==> src/sv/jpp_pkg.sv <==
// ----------------------------------------------------------------------------
// jpp_pkg
// Shared types, constants and helpers of the JSON pretty printer.
// ----------------------------------------------------------------------------
package jpp_pkg;

  // nesting limit and derived widths
  localparam int MAX_DEPTH    = 255;
  localparam int DEPTH_W      = $clog2(MAX_DEPTH + 1);
  localparam int IW_W         = 5;
  localparam int INDENT_W     = 12;
  localparam int PROD_W       = DEPTH_W + IW_W;
  localparam int INDENT_MAX   = 4095;
  localparam int MAX_RESULTS  = 3;
  localparam int CNT_W        = 2;

  localparam logic [IW_W-1:0] INDENT_RESET = 5'd2;

  // character codes
  localparam logic [7:0] CH_QUOTE  = 8'h22;
  localparam logic [7:0] CH_BSLASH = 8'h5C;
  localparam logic [7:0] CH_SPACE  = 8'h20;
  localparam logic [7:0] CH_TAB    = 8'h09;
  localparam logic [7:0] CH_LF     = 8'h0A;
  localparam logic [7:0] CH_CR     = 8'h0D;
  localparam logic [7:0] CH_LBRACE = 8'h7B;
  localparam logic [7:0] CH_RBRACE = 8'h7D;
  localparam logic [7:0] CH_LBRACK = 8'h5B;
  localparam logic [7:0] CH_RBRACK = 8'h5D;
  localparam logic [7:0] CH_COMMA  = 8'h2C;
  localparam logic [7:0] CH_COLON  = 8'h3A;

  // result kinds
  localparam logic KIND_BYTE  = 1'b0;
  localparam logic KIND_BREAK = 1'b1;

  typedef struct packed {
    logic                kind;
    logic [7:0]          out_byte;
    logic [INDENT_W-1:0] indent_count;
    logic                last;
  } result_t;

  typedef logic [DEPTH_W-1:0] depth_t;

  // literal byte item
  function automatic result_t mk_byte(input logic [7:0] b);
    result_t r;
    r.kind         = KIND_BYTE;
    r.out_byte     = b;
    r.indent_count = '0;
    r.last         = 1'b0;
    return r;
  endfunction

  // newline plus indent item, count saturated
  function automatic result_t mk_break(input depth_t d, input logic [IW_W-1:0] w);
    result_t           r;
    logic [PROD_W-1:0] prod;
    prod           = PROD_W'(d) * PROD_W'(w);
    r.kind         = KIND_BREAK;
    r.out_byte     = CH_LF;
    r.indent_count = (32'(prod) > INDENT_MAX) ? INDENT_W'(INDENT_MAX) : INDENT_W'(prod);
    r.last         = 1'b0;
    return r;
  endfunction

  function automatic depth_t depth_up(input depth_t d);
    return (32'(d) < MAX_DEPTH) ? d + depth_t'(1) : d;
  endfunction

  function automatic depth_t depth_down(input depth_t d);
    return (d != '0) ? d - depth_t'(1) : d;
  endfunction

endpackage

==> src/sv/jpp_in_if.sv <==
// ----------------------------------------------------------------------------
// jpp_in_if
// Source text channel: one byte of JSON text per item.
// ----------------------------------------------------------------------------
interface jpp_in_if;
  logic       valid;
  logic       ready;
  logic [7:0] in_byte;
  logic       end_of_text;

  modport source (output valid, in_byte, end_of_text, input ready);
  modport sink   (input valid, in_byte, end_of_text, output ready);
endinterface

==> src/sv/jpp_out_if.sv <==
// ----------------------------------------------------------------------------
// jpp_out_if
// Formatted output channel: one literal byte or one line break per item.
// ----------------------------------------------------------------------------
interface jpp_out_if;
  logic        valid;
  logic        ready;
  logic        kind;
  logic [7:0]  out_byte;
  logic [11:0] indent_count;
  logic        last;

  modport source (output valid, kind, out_byte, indent_count, last, input ready);
  modport sink   (input valid, kind, out_byte, indent_count, last, output ready);
endinterface

==> src/sv/jpp_cfg_if.sv <==
// ----------------------------------------------------------------------------
// jpp_cfg_if
// Configuration write channel for the indent width register.
// ----------------------------------------------------------------------------
interface jpp_cfg_if;
  logic       valid;
  logic       ready;
  logic [4:0] data;

  modport source (output valid, data, input ready);
  modport sink   (input valid, data, output ready);
endinterface

==> src/sv/jpp_step.sv <==
// ----------------------------------------------------------------------------
// jpp_step
// Parser state and the expansion of one source byte into up to three results.
// ----------------------------------------------------------------------------
module jpp_step (
  input  logic                          clk,
  input  logic                          rst,
  input  logic                          accept,
  input  logic [7:0]                    in_byte,
  input  logic                          end_of_text,
  input  logic [jpp_pkg::IW_W-1:0]      indent_width,
  output jpp_pkg::result_t              res [jpp_pkg::MAX_RESULTS],
  output logic [jpp_pkg::CNT_W-1:0]     res_count
);
  import jpp_pkg::*;

  logic   in_string, escape_next, open_pending, pending_is_brace;
  depth_t nest_depth;
  logic   in_string_next, escape_next_next, open_pending_next, pending_is_brace_next;
  depth_t nest_depth_next;

  // state registers, advance on each accepted item
  always_ff @(posedge clk) begin
    if (rst) begin
      in_string        <= 1'b0;
      escape_next      <= 1'b0;
      nest_depth       <= '0;
      open_pending     <= 1'b0;
      pending_is_brace <= 1'b0;
    end else if (accept) begin
      in_string        <= in_string_next;
      escape_next      <= escape_next_next;
      nest_depth       <= nest_depth_next;
      open_pending     <= open_pending_next;
      pending_is_brace <= pending_is_brace_next;
    end
  end

  // expansion of the byte into results and next state
  always_comb begin
    logic             handled;
    logic [7:0]       match;
    logic [CNT_W-1:0] n;
    handled               = 1'b0;
    n                     = '0;
    match                 = pending_is_brace ? CH_RBRACE : CH_RBRACK;
    in_string_next        = in_string;
    escape_next_next      = escape_next;
    nest_depth_next       = nest_depth;
    open_pending_next     = open_pending;
    pending_is_brace_next = pending_is_brace;
    for (int i = 0; i < MAX_RESULTS; i++) res[i] = mk_byte(8'h00);

    if (in_string) begin
      res[n] = mk_byte(in_byte);
      n      = n + CNT_W'(1);
      if (escape_next) escape_next_next = 1'b0;
      else if (in_byte == CH_BSLASH) escape_next_next = 1'b1;
      else if (in_byte == CH_QUOTE) in_string_next = 1'b0;
    end else if (!(in_byte inside {CH_SPACE, CH_TAB, CH_LF, CH_CR})) begin
      // resolve a held open bracket
      if (open_pending) begin
        open_pending_next = 1'b0;
        if (in_byte == match) begin
          res[n]  = mk_byte(in_byte);
          n       = n + CNT_W'(1);
          handled = 1'b1;
        end else begin
          nest_depth_next = depth_up(nest_depth_next);
          res[n]          = mk_break(nest_depth_next, indent_width);
          n               = n + CNT_W'(1);
        end
      end
      if (!handled) begin
        if (in_byte == CH_QUOTE) begin
          in_string_next   = 1'b1;
          escape_next_next = 1'b0;
          res[n]           = mk_byte(in_byte);
          n                = n + CNT_W'(1);
        end else if (in_byte inside {CH_LBRACE, CH_LBRACK}) begin
          res[n]                = mk_byte(in_byte);
          n                     = n + CNT_W'(1);
          open_pending_next     = 1'b1;
          pending_is_brace_next = (in_byte == CH_LBRACE);
        end else if (in_byte inside {CH_RBRACE, CH_RBRACK}) begin
          nest_depth_next = depth_down(nest_depth_next);
          res[n]          = mk_break(nest_depth_next, indent_width);
          n               = n + CNT_W'(1);
          res[n]          = mk_byte(in_byte);
          n               = n + CNT_W'(1);
        end else if (in_byte == CH_COMMA) begin
          res[n] = mk_byte(in_byte);
          n      = n + CNT_W'(1);
          res[n] = mk_break(nest_depth_next, indent_width);
          n      = n + CNT_W'(1);
        end else if (in_byte == CH_COLON) begin
          res[n] = mk_byte(in_byte);
          n      = n + CNT_W'(1);
          res[n] = mk_byte(CH_SPACE);
          n      = n + CNT_W'(1);
        end else begin
          res[n] = mk_byte(in_byte);
          n      = n + CNT_W'(1);
        end
      end
    end

    // end of document: flush a held open, then back to reset state
    if (end_of_text) begin
      if (open_pending_next) begin
        nest_depth_next = depth_up(nest_depth_next);
        res[n]          = mk_break(nest_depth_next, indent_width);
        n               = n + CNT_W'(1);
      end
      in_string_next        = 1'b0;
      escape_next_next      = 1'b0;
      nest_depth_next       = '0;
      open_pending_next     = 1'b0;
      pending_is_brace_next = 1'b0;
    end

    if (n != '0) res[n - CNT_W'(1)].last = 1'b1;
    res_count = n;
  end

endmodule

==> src/sv/jpp_outbuf.sv <==
// ----------------------------------------------------------------------------
// jpp_outbuf
// Result register: holds the results of one byte and hands them out in order.
// ----------------------------------------------------------------------------
module jpp_outbuf (
  input  logic                      clk,
  input  logic                      rst,
  input  logic                      load,
  input  jpp_pkg::result_t          load_res [jpp_pkg::MAX_RESULTS],
  input  logic [jpp_pkg::CNT_W-1:0] load_count,
  output logic                      free,
  jpp_out_if.source                 out_ch
);
  import jpp_pkg::*;

  result_t          items [MAX_RESULTS];
  logic [CNT_W-1:0] rem;
  logic             fire;

  assign fire = out_ch.valid && out_ch.ready;
  // room for a new item once the last held result leaves
  assign free = (rem == '0) || ((rem == CNT_W'(1)) && out_ch.ready);

  // held result count
  always_ff @(posedge clk) begin
    if (rst) begin
      rem <= '0;
    end else if (load) begin
      rem <= load_count;
    end else if (fire) begin
      rem <= rem - CNT_W'(1);
    end
  end

  // result payload, shifts toward the head as items leave
  always_ff @(posedge clk) begin
    if (load) begin
      items <= load_res;
    end else if (fire) begin
      for (int i = 0; i < MAX_RESULTS - 1; i++) items[i] <= items[i + 1];
    end
  end

  // output channel
  assign out_ch.valid        = (rem != '0);
  assign out_ch.kind         = items[0].kind;
  assign out_ch.out_byte     = items[0].out_byte;
  assign out_ch.indent_count = items[0].indent_count;
  assign out_ch.last         = items[0].last;

`ifndef SYNTHESIS
  a_load_when_free: assert property (@(posedge clk) disable iff (rst)
    load |-> free) else $error("result buffer loaded while holding results");
  a_load_count: assert property (@(posedge clk) disable iff (rst)
    load |=> rem == $past(load_count)) else $error("held count differs from load");
  a_drain: assert property (@(posedge clk) disable iff (rst)
    (fire && !load) |=> rem == $past(rem) - CNT_W'(1)) else $error("drain count slip");
  a_last_at_end: assert property (@(posedge clk) disable iff (rst)
    out_ch.valid |-> (out_ch.last == (rem == CNT_W'(1))))
    else $error("last flag not on final held result");
`endif

endmodule

==> src/sv/json_pretty_printer_unit.sv <==
// ----------------------------------------------------------------------------
// json_pretty_printer_unit
// Streaming JSON pretty printer: one source byte in, zero to three items out.
// ----------------------------------------------------------------------------
//  channel  dir  payload                                   handshake
//  in_ch    in   in_byte[7:0], end_of_text                 valid/ready
//  out_ch   out  kind, out_byte[7:0], indent_count[11:0],  valid/ready
//               last
//  cfg      in   data[4:0] (indent_width)                  valid/ready, ready=1
//
//  An accepted byte is expanded in the same cycle and its results sit in the
//  result register from the next cycle on, one leaving per cycle while out_ch
//  is ready. A byte with one result or none lets the next byte in every cycle;
//  a byte with more results holds input while the result register drains,
//  until its last result leaves. Stalls on out_ch hold input the same way.
//  Synchronous reset clears parse state and sets indent width to 2.
// ----------------------------------------------------------------------------
module json_pretty_printer_unit (
  input  logic       clk,
  input  logic       rst,
  jpp_in_if.sink     in_ch,
  jpp_out_if.source  out_ch,
  jpp_cfg_if.sink    cfg
);
  import jpp_pkg::*;

  logic [IW_W-1:0]  indent_width;
  logic             accept;
  logic             free;
  result_t          res [MAX_RESULTS];
  logic [CNT_W-1:0] res_count;

  // indent width register
  assign cfg.ready = 1'b1;
  always_ff @(posedge clk) begin
    if (rst) begin
      indent_width <= INDENT_RESET;
    end else if (cfg.valid && cfg.ready) begin
      indent_width <= cfg.data;
    end
  end

  // input handshake
  assign in_ch.ready = free;
  assign accept      = in_ch.valid && free;

  jpp_step u_step (
    .clk          (clk),
    .rst          (rst),
    .accept       (accept),
    .in_byte      (in_ch.in_byte),
    .end_of_text  (in_ch.end_of_text),
    .indent_width (indent_width),
    .res          (res),
    .res_count    (res_count)
  );

  jpp_outbuf u_outbuf (
    .clk        (clk),
    .rst        (rst),
    .load       (accept && (res_count != '0)),
    .load_res   (res),
    .load_count (res_count),
    .free       (free),
    .out_ch     (out_ch)
  );

endmodule

==> src/flat_wrapper.sv <==
// flat-port wrapper written by rule: the top's interface ports become plain ports
module json_pretty_printer_unit_flat import jpp_pkg::*;
  (clk, rst, in_ch_valid, in_ch_in_byte, in_ch_end_of_text, in_ch_ready, out_ch_valid, out_ch_kind, out_ch_out_byte, out_ch_indent_count, out_ch_last, out_ch_ready, cfg_valid, cfg_data, cfg_ready);
  jpp_in_if in_ch_i ();
  jpp_out_if out_ch_i ();
  jpp_cfg_if cfg_i ();
  input  logic clk;
  input  logic rst;
  input wire logic [$bits(in_ch_i.valid)-1:0] in_ch_valid;
  input wire logic [$bits(in_ch_i.in_byte)-1:0] in_ch_in_byte;
  input wire logic [$bits(in_ch_i.end_of_text)-1:0] in_ch_end_of_text;
  output wire logic [$bits(in_ch_i.ready)-1:0] in_ch_ready;
  output wire logic [$bits(out_ch_i.valid)-1:0] out_ch_valid;
  output wire logic [$bits(out_ch_i.kind)-1:0] out_ch_kind;
  output wire logic [$bits(out_ch_i.out_byte)-1:0] out_ch_out_byte;
  output wire logic [$bits(out_ch_i.indent_count)-1:0] out_ch_indent_count;
  output wire logic [$bits(out_ch_i.last)-1:0] out_ch_last;
  input wire logic [$bits(out_ch_i.ready)-1:0] out_ch_ready;
  input wire logic [$bits(cfg_i.valid)-1:0] cfg_valid;
  input wire logic [$bits(cfg_i.data)-1:0] cfg_data;
  output wire logic [$bits(cfg_i.ready)-1:0] cfg_ready;
  assign in_ch_i.valid = in_ch_valid;
  assign in_ch_i.in_byte = in_ch_in_byte;
  assign in_ch_i.end_of_text = in_ch_end_of_text;
  assign in_ch_ready = in_ch_i.ready;
  assign out_ch_valid = out_ch_i.valid;
  assign out_ch_kind = out_ch_i.kind;
  assign out_ch_out_byte = out_ch_i.out_byte;
  assign out_ch_indent_count = out_ch_i.indent_count;
  assign out_ch_last = out_ch_i.last;
  assign out_ch_i.ready = out_ch_ready;
  assign cfg_i.valid = cfg_valid;
  assign cfg_i.data = cfg_data;
  assign cfg_ready = cfg_i.ready;
  json_pretty_printer_unit u_core (.clk(clk), .rst(rst), .in_ch(in_ch_i), .out_ch(out_ch_i), .cfg(cfg_i));
endmodule
==> config.mk <==
export PLATFORM = sky130hd
export DESIGN_NAME = json_pretty_printer_unit_flat
export DESIGN_NICKNAME = d
export VERILOG_FILES = /design/src/sv/jpp_pkg.sv /design/src/sv/jpp_in_if.sv /design/src/sv/jpp_out_if.sv /design/src/sv/jpp_cfg_if.sv /design/src/sv/jpp_step.sv /design/src/sv/jpp_outbuf.sv /design/src/sv/json_pretty_printer_unit.sv /design/src/flat_wrapper.sv
export SDC_FILE = /design/constraint.sdc
export NUM_CORES = 1
export LEC_CHECK = 0
export ABC_AREA = 1
export BUFFER_PORTS_ARGS = -buffer_cell sky130_fd_sc_hd__buf_2
export CAP_MARGIN = 20
export CORE_MARGIN = 3
export CORE_UTILIZATION = 50
export CTS_CLUSTER_DIAMETER = 50
export CTS_CLUSTER_SIZE = 10
export DETAILED_ROUTE_END_ITERATION = 6
export PLACE_DENSITY = 0.76
export SLEW_MARGIN = 20
export SYNTH_ARGS = -nofsm -noshare
export SYNTH_HDL_FRONTEND = slang
export SYNTH_HIERARCHICAL = 1
export SYNTH_SLANG_ARGS = --single-unit
export TNS_END_PERCENT = 1
==> constraint.sdc <==
create_clock -name clk -period 8.15 [get_ports clk]
set_input_delay 0.4075 -clock clk [delete_from_list [all_inputs] [get_ports clk]]
set_output_delay 0.4075 -clock clk [all_outputs]
set_load 0.05 [all_outputs]
; ---- Word level (Yosys, flattened, before mapping)
; Cells that the tools add are included.
[word_totals]
elab_cells = 190
in_bits = 19
register_bits = 85
out_inout_bits = 25
[op_classes]
addsub = 8
eq_ne = 20
mul = 4
n_reduce_logical = 21
order_cmp = 14
mux = 97
bitwise_logic = 7
[op_table]
columns = op, count
row1 = 66-bit two-way mux, 10
row2 = 66-bit bitwise mux, 6
row3 = 22-bit demux with 2-bit select, 4
row4 = 22-bit two-way mux, 8
row5 = 44-bit two-way mux, 3
row6 = 8-bit two-way mux, 14
row7 = 63-bit AND, 1
row8 = 63-bit NOT, 1
row9 = 13-bit by 12-bit > comparator with 1-bit output (second input constant), 4
row10 = 8-bit by 5-bit multiplier with 13-bit output, 4
row11 = 12-bit two-way mux, 4
row12 = 8-bit by 7-bit == test with 1-bit output (second input constant), 5
row13 = 1-bit two-way mux, 33
row14 = 8-bit by 6-bit == test with 1-bit output (second input constant), 4
row15 = 2-bit two-way mux, 14
row16 = 8-bit by 4-bit == test with 1-bit output (second input constant), 3
row17 = 8-bit by 1-bit adder with 8-bit output (second input constant), 2
row18 = 8-bit less-than comparator (second input constant), 2
row19 = 3-bit >= comparator (second input constant), 4
row20 = 3-bit by 1-bit less-than comparator with 1-bit output (second input constant), 4
row21 = 2-bit NOT with 3-bit output, 4
row22 = 2-bit nonzero test, 6
row23 = 8-bit by 7-bit == test with 1-bit output, 1
row24 = 1-bit logical AND, 8
row25 = 15 further kinds, 22

; ---- Depth between registers and ports, before layout
; Gate-level depths: netlist of the first run.
[depth]
ltp_word = 26
mapped_depth = 50

; ---- Cells and area by module
; The synthesis of the first run kept the hierarchy.
[modules_own_cells]
columns = mod, cells_each, instances, area_each_um2
row1 = jpp_step, 1270, 1, 7951.4
row2 = jpp_outbuf, 256, 1, 2889.0
row3 = json_pretty_printer_unit, 37, 1, 242.7

; ---- Least setup slack after synthesis of the first run
; No wires, ideal clock.
[synth_timing]
kind = register to register
from = register u_core.u_step.nest_depth[1]
to = register u_core.u_outbuf.items, in the netlist u_core/u_outbuf/out_ch.indent_count[10], data pin
synth_period_minus_slack_ns = 7.168
setup_slack_ns = 0.982
arrival_time_ns = 7.038
t_required_ns = 8.020
n_path_buf = 2
stages_incl_launch_ff = 46
cell_sequence = dfxtp_1 -> ha_1 -> nand2_2 -> nor2_4 -> nand2_1 -> nand2_1 -> nand2_1 -> o21ai_2 -> inv_2 -> ha_1 -> nand2_1 -> nor2_1 -> nand2_4 -> buf_6 -> nand2_1 -> o21ai_4 -> o21bai_4 -> nand2_4 -> [10 not listed] -> inv_1 -> ha_1 -> nand3_1 -> nand2_1 -> a21oi_1 -> o21ai_0 -> a21oi_1 -> o21bai_1 -> nand2_1 -> nand2_1 -> a21oi_1 -> or2_2 -> nand2_1 -> clkbuf_1 -> a21oi_1 -> o21ai_0 -> nand2_1 -> nand2_1
[synth_rtl]
columns = element, line
row1 = "start, declared", jpp_step.sv:18  ; depth_t nest_depth;
row2 = "start signal, assigned", jpp_step.sv:33  ; nest_depth <= nest_depth_next;
row3 = "end signal, assigned", jpp_outbuf.sv:38  ; items <= load_res;
row4 = "end, declared", jpp_outbuf.sv:16  ; result_t items [MAX_RESULTS];

==> impl_metrics.env, run 1 <==
export IMPL_cp_required_ps=8240
export IMPL_cts_sinks=85
export IMPL_layout_common_cells="485 x nand2_1, 211 x inv_1, 151 x nor2_1"
export IMPL_drt_iter0_markers=895
export IMPL_drv_slew=0
export IMPL_status="finished clean"
export IMPL_holdPathEnd="u_core/indent_width[1]"
export IMPL_start_util_pct=51.7
export IMPL_setup_viol=0
export IMPL_grt_usage_pct=25.6
export IMPL_rr_endpoint="u_core/u_outbuf/out_ch.indent_count[7]"
export IMPL_syn_inst=1563
export IMPL_drive_gt1_share_pct=10.9
export IMPL_worst_path_max_fanout=13
export IMPL_p_total_uw=1670
export IMPL_routabilityCongestion=0.974
export IMPL_synth_net_count=1749
export IMPL_reg2regPathDepth=45
export IMPL_ys_ff_latch=85
export IMPL_max_cap_violations=0
export IMPL_crit_buf_inv=6
export IMPL_synth_area_leaders="edfxtp_1 18%, nand2_1 16%, fa_1 13%, ha_1 11%, inv_1 7.1%"
export IMPL_fp_dieW_um=155
export IMPL_antenna_cells=0
export IMPL_cts_setup_buffers=0
export IMPL_drcViolationCount=0
export IMPL_root_buffer="clkbuf_16"
export IMPL_tightest_slew_ps=1040
export IMPL_grt_pass1_wl_um=49100
export IMPL_cp_slowest_cell="fa_1"
export IMPL_tritoncts="done"
export IMPL_start_kind="flip-flop"
export IMPL_dpl_cell_count=1821
export IMPL_syn2layout_area_growth_pct=4.55
export IMPL_num_vias=10000
export IMPL_fp_row_count=53
export IMPL_port_buffers=42
export IMPL_grt_max_degree=70
export IMPL_period_needed_ps=7630
export IMPL_async_reset_ff_share_pct=0
export IMPL_synth_edf_count=66
export IMPL_cts_max_level=3
export IMPL_seq_area_frac_synth_pct=21.3
export IMPL_coreArea_mm2=0.0214
export IMPL_vias_per_cell=5.47
export IMPL_overflow=0
export IMPL_dr_pass1_iters=7
export IMPL_clkLatencyLatePin_ps=350
export IMPL_slowest_delay_ps=540
export IMPL_cts_buffer_depth=2
export IMPL_antenna_found_initial=0
export IMPL_cts_made_buffers=9
export IMPL_ys_flop_type="edfxtp_1"
export IMPL_pin_count=44
export IMPL_yosysTopAreaCell="edfxtp_1"
export IMPL_final_cells=1837
export IMPL_worst_clock_skew_ps=9.76
export IMPL_avgSynthCellArea_um2=7.09
export IMPL_hold_depth=3
export IMPL_slew_limit_headroom_pct=30.3
export IMPL_die_area_mm2=0.0240
export IMPL_hp_class="input port to flip-flop"
export IMPL_wl_per_cell_um=16.4
export IMPL_p_per_area_mw_per_mm2=144
export IMPL_cp_common_cell="nand2_1"
export IMPL_worst_slack_ps=519
export IMPL_hold_viol_final=0
export IMPL_rsz0062_at_grt="false"
export IMPL_cpLargestDelayFamily="adder cells"
export IMPL_mostFrequentLayoutCell="nand2_1"
export IMPL_nNetsFinal=1743
export IMPL_yosys_warnings=6
export IMPL_path_clk_slew_ps=70
export IMPL_finalCritPeriodShare_pct=93.6
export IMPL_final_setup_tns_ps=0
export IMPL_yosys_area_top_type_share_pct=17.9
export IMPL_max_vdd_ir_drop_v=0.000129
export IMPL_wirelength_um=30200
export IMPL_synthDistinctLibCells=51
export IMPL_end_kind="flip-flop"
export IMPL_grt_pass1_vias=9689
export IMPL_hold_start="cfg_data[1]"
export IMPL_timing_rr_start="u_core/u_step/nest_depth[1]"
export IMPL_netlist_area_mm2=0.0111
export IMPL_die_h_um=155
export IMPL_arrival_ps=7730
export IMPL_holdWs_ps=272
export IMPL_place_ws_ps=333
export IMPL_hpwl_um=23500
export IMPL_p_leak_uw=0.00610
export IMPL_detail_route_antenna_nets=0
export IMPL_fmax_mhz=131
export IMPL_rrSetupSlack_ps=520
export IMPL_worst_setup_path_type="flip-flop to flip-flop"
-- power by group --
part	internal, µW	leakage (µW)	switching (µW)
clock network	215	0.000145	195
logic	117	0.00515	460
registers	642	0.000811	38.0
total	973	0.00610	693
-- worst min-delay path: cells and delay by family --
family | cells | cell delay [ps]
and+or+nand+nor | 2 | 110
buffers and inverters | 1 | 70
-- sequential cells by signal (all words and copies together) (netlist names) --
name and cells:
u_core/u_outbuf/out_ch.indent_count 12, u_core/u_step/open_pending 1, u_core/u_outbuf/out_ch.last 1, u_core/u_outbuf/items 44, u_core/u_step/nest_depth 8, u_core/u_step/in_string 1
u_core/u_outbuf/out_ch.out_byte 8, u_core/u_step/escape_next 1, u_core/u_step/pending_is_brace 1, u_core/u_outbuf/out_ch.kind 1, u_core/u_outbuf/rem 2, u_core/indent_width 5
-- what timing repair did --
item                       in CTS  in global routing
hold buffers                    0                  0
setup endpoints to repair       0                 36
hold endpoints to repair        0                  0
resized for setup               0                  4
-- routing by layer --
layer / GRT usage (%) / share of wire (%) / up-vias
met2: 42.5 / 47 / 415
met1: 33.8 / 42 / 4669
met5: 0 / 0 / -
met4: 9.13 / 3.4 / 0
li1: - / - / 4889
met3: 4.28 / 8.0 / 75
-- cell usage after synthesis, types with 9 or more instances --
cell	count
dfxtp_1	19
o21ai_0	66
buf_4	29
fa_1	72
xor2_1	18
buf_6	10
nand3_1	44
inv_2	14
o22ai_1	13
ha_1	95
xnor2_1	14
nor3_1	17
nand2_1	487
clkbuf_1	32
o211ai_1	9
nand2_2	28
nor2_1	152
inv_1	211
edfxtp_1	66
nand4_1	12
a21oi_1	66
-- per-stage QoR --
stage | utilization [%] | instance area (µm²)
finish | 54.1 | 11600
global route | 54.1 | 11600
CTS | 54.0 | 11600
detailed placement | 52.7 | 11300
global placement | 52.7 | 11300
floorplan | - | 11100
-- cells by family after synthesis --
group | after synthesis | share of synthesized area, %
compound gates | 190 | 9.93
xor+xnor | 32 | 2.53
fa+ha+maj | 167 | 23.7
buf+inv | 307 | 12.3
flops | 85 | 21.3
other cells | 2 | 0.0678
simple gates | 780 | 30.2
-- worst max-delay path by stage --
stage                                      from                                       to  slack (ps)  depth (start not counted)
floorplan           u_core/u_step/nest_depth[1]  u_core/u_outbuf/out_ch.indent_count[10]         980                         45
global placement    u_core/u_step/nest_depth[1]   u_core/u_outbuf/out_ch.indent_count[2]         570                         43
detailed placement  u_core/u_step/nest_depth[1]   u_core/u_outbuf/out_ch.indent_count[2]         330                         43
CTS                 u_core/u_step/nest_depth[1]   u_core/u_outbuf/out_ch.indent_count[2]         310                         43
global route        u_core/u_step/nest_depth[1]                u_core/u_outbuf/items[34]           3                         46
finish              u_core/u_step/nest_depth[1]   u_core/u_outbuf/out_ch.indent_count[7]         520                         45
-- area by class of cell --
| cell class | count | area, µm² |
|---|---|---|
| flip-flops and latches | 85 | 2360 |
| inverters | 230 | 865 |
| clock inverters | 7 | 62.6 |
| repair buffers | 60 | 345 |
| fillers | 2063 | 9830 |
| clock buffers | 9 | 225 |
| multi-input cells | 1171 | 7380 |
| well taps | 275 | 344 |
Note: power is estimated with default switching activity, not from simulation.
==> run 2: changes to the inputs <==
- ABC_AREA: 1 -> unset
- CORE_ASPECT_RATIO: unset -> 0.8
==> impl_metrics.env, run 2 <==
export IMPL_largest_register_ffs=44
export IMPL_seq_area_frac_synth_pct=20.9
export IMPL_avgSynthCellArea_um2=8.58
export IMPL_pin_count=44
export IMPL_post_synth_top_count_cell="nand2_1"
export IMPL_drv_slew=0
export IMPL_status="finished clean"
export IMPL_async_reset_ff_share_pct=0
export IMPL_wl_per_cell_um=20.1
export IMPL_nNetsFinal=1541
export IMPL_port_buffers=42
export IMPL_fp_dieW_um=174
export IMPL_dpl_cell_count=1634
export IMPL_max_cap_violations=0
export IMPL_arrival_ps=7890
export IMPL_holdBufCountCts=0
export IMPL_fmax_mhz=128
export IMPL_cp_slowest_cell="fa_1"
export IMPL_path_clk_slew_ps=80
export IMPL_synth_area_leaders="edfxtp_1 18%, fa_1 13%, ha_1 11%, nand2_1 4.5%, inv_1 4.4%"
export IMPL_syn2layout_area_growth_pct=9.33
export IMPL_regArea_mm2=0.00236
export IMPL_tightest_slew_ps=1000
export IMPL_start_kind="flip-flop"
export IMPL_placed_cell_area_mm2=0.0119
export IMPL_fp_row_count=48
export IMPL_dr_pass1_iters=5
export IMPL_yosysTopAreaCell="edfxtp_1"
export IMPL_worst_clock_skew_ps=13.8
export IMPL_clkLatencyLatePin_ps=360
export IMPL_setup_viol=0
export IMPL_drcViolationCount=0
export IMPL_grt_max_degree=69
export IMPL_worst_setup_path_type="flip-flop to flip-flop"
export IMPL_p_leak_uw=0.00581
export IMPL_tritoncts="done"
export IMPL_grt_pass1_vias=9820
export IMPL_yosys_area_top_type_share_pct=17.5
export IMPL_slew_limit_headroom_pct=33.1
export IMPL_root_buffer="clkbuf_16"
export IMPL_max_vdd_ir_drop_v=0.000124
export IMPL_slowest_delay_ps=550
export IMPL_synth_net_count=1506
export IMPL_detail_route_antenna_nets=0
export IMPL_p_per_area_mw_per_mm2=107
export IMPL_cts_buffer_depth=2
export IMPL_num_vias=10100
export IMPL_hp_class="input port to flip-flop"
export IMPL_synth_edf_count=66
export IMPL_overflow=0
export IMPL_die_h_um=141
export IMPL_worst_slack_ps=360
export IMPL_antenna_found_initial=0
export IMPL_grt_pass1_wl_um=52700
export IMPL_cp_required_ps=8250
export IMPL_synthDistinctLibCells=92
export IMPL_start_util_pct=51.6
export IMPL_routabilityCongestion=0.980
export IMPL_final_cell_area_mm2=0.0124
export IMPL_ys_flop_type="edfxtp_1"
export IMPL_netlist_area_mm2=0.0113
export IMPL_wirelength_um=33300
export IMPL_grt_usage_pct=26.9
export IMPL_layout_common_cells="135 x nand2_1, 131 x inv_1, 121 x nor2_1"
export IMPL_cts_sinks=85
export IMPL_place_ws_ps=-36.9
export IMPL_period_needed_ps=7790
export IMPL_drive_gt1_share_pct=16.7
export IMPL_yosys_warnings=6
export IMPL_syn_inst=1320
export IMPL_hold_viol_final=0
export IMPL_synth_top_cells_by_count="135 x nand2_1, 132 x inv_1, 125 x nor2_1, 95 x ha_1, 72 x fa_1"
export IMPL_ys_ff_latch=85
export IMPL_final_cells=1660
export IMPL_num_fill_cells=1930
export IMPL_worst_path_max_fanout=6
export IMPL_end_kind="flip-flop"
export IMPL_top_register="u_core/u_outbuf/items"
export IMPL_vias_per_cell=6.07
export IMPL_drt_iter0_markers=1147
export IMPL_cts_made_buffers=9
export IMPL_die_area_mm2=0.0245
export IMPL_mostFrequentLayoutCell="nand2_1"
export IMPL_finalCritPeriodShare_pct=95.6
export IMPL_antenna_cells=0
export IMPL_hpwl_um=25400
export IMPL_coreArea_mm2=0.0219
export IMPL_multi_input_area_mm2=0.00811
export IMPL_cts_max_level=3
## run 2: cell families (layout without fill, tap and decap cells)
logic type                 Yosys count  count (layout)  synth area share (%)
xor gates and xnor gates            38              38                  3.01
AOI/OAI and AO/OA                  264             264                  16.0
adders and majority gates          167             167                  23.2
and+or+nand+nor                    478             478                  21.0
buffers and inverters              223             263                  8.75
DFF                                 85              85                  20.9
muxes                               63              63                  7.12
other                                2               2                0.0663
## run 2: where the power goes
group	switching [µW]	total (µW)	leakage, µW	internal [µW]
clock	196	408	0.000134	211
sequential	26.3	584	0.000812	557
combinational	229	338	0.00486	109
total	451	1330	0.00581	878
## run 2: per-layer routing
layer  GRT usage, %  vias up  part of all wire (%)
met5              0        -                     0
met2           42.5      474                    44
met3           5.52       53                   9.7
li1               -     4614                     -
met1           38.3     4935                    44
met4           6.43        0                   2.1
## run 2: what timing repair did
action,in CTS,in global routing
buffers inserted,0,10
endpoints found under the setup margin,0,36
gates resized for setup,0,19
## run 2: path summary, 6_finish.rpt
kind	from	cells past startpoint	slack, ps	end
max reg2reg	u_core/u_step/pending_is_brace	34	360	u_core/u_outbuf/items[34]
min reg2reg	u_core/u_step/escape_next	2	530	u_core/u_step/escape_next
max	u_core/u_step/pending_is_brace	34	360	u_core/u_outbuf/items[34]
min	cfg_data[1]	2	260	u_core/indent_width[1]
## run 2: area by class of cell
type	count	share of cell area, %
timing repair buffer	113	6.01
clock buffer	9	1.82
multi-input combinational	1012	65.5
clock inverter	7	0.465
inverter	134	4.06
sequential	85	19.1
tap	300	3.03
## run 2: through the flow
stage               TNS (ps)  util [%]  hold slack, ps  total power (µW)
floorplan                  0         -             458               882
global placement           0      54.4             504               921
detailed placement     -36.9      54.4             513               930
CTS                        0      55.7             265              1330
global route            -365      56.5             275              1380
finish                     0      56.5             261              1330
## run 2: worst max-delay path: cells and delay by family, from the launching register on
family / cells / cell delay [ps]
adder cells (fa/ha/maj): 6 / 2220
AO/OA/AOI/OAI: 11 / 2190
AND/OR/NAND/NOR: 10 / 1680
buffers and inverters: 4 / 410
XOR/XNOR: 2 / 380
flip-flops: 1 / 370
multiplexers: 1 / 300
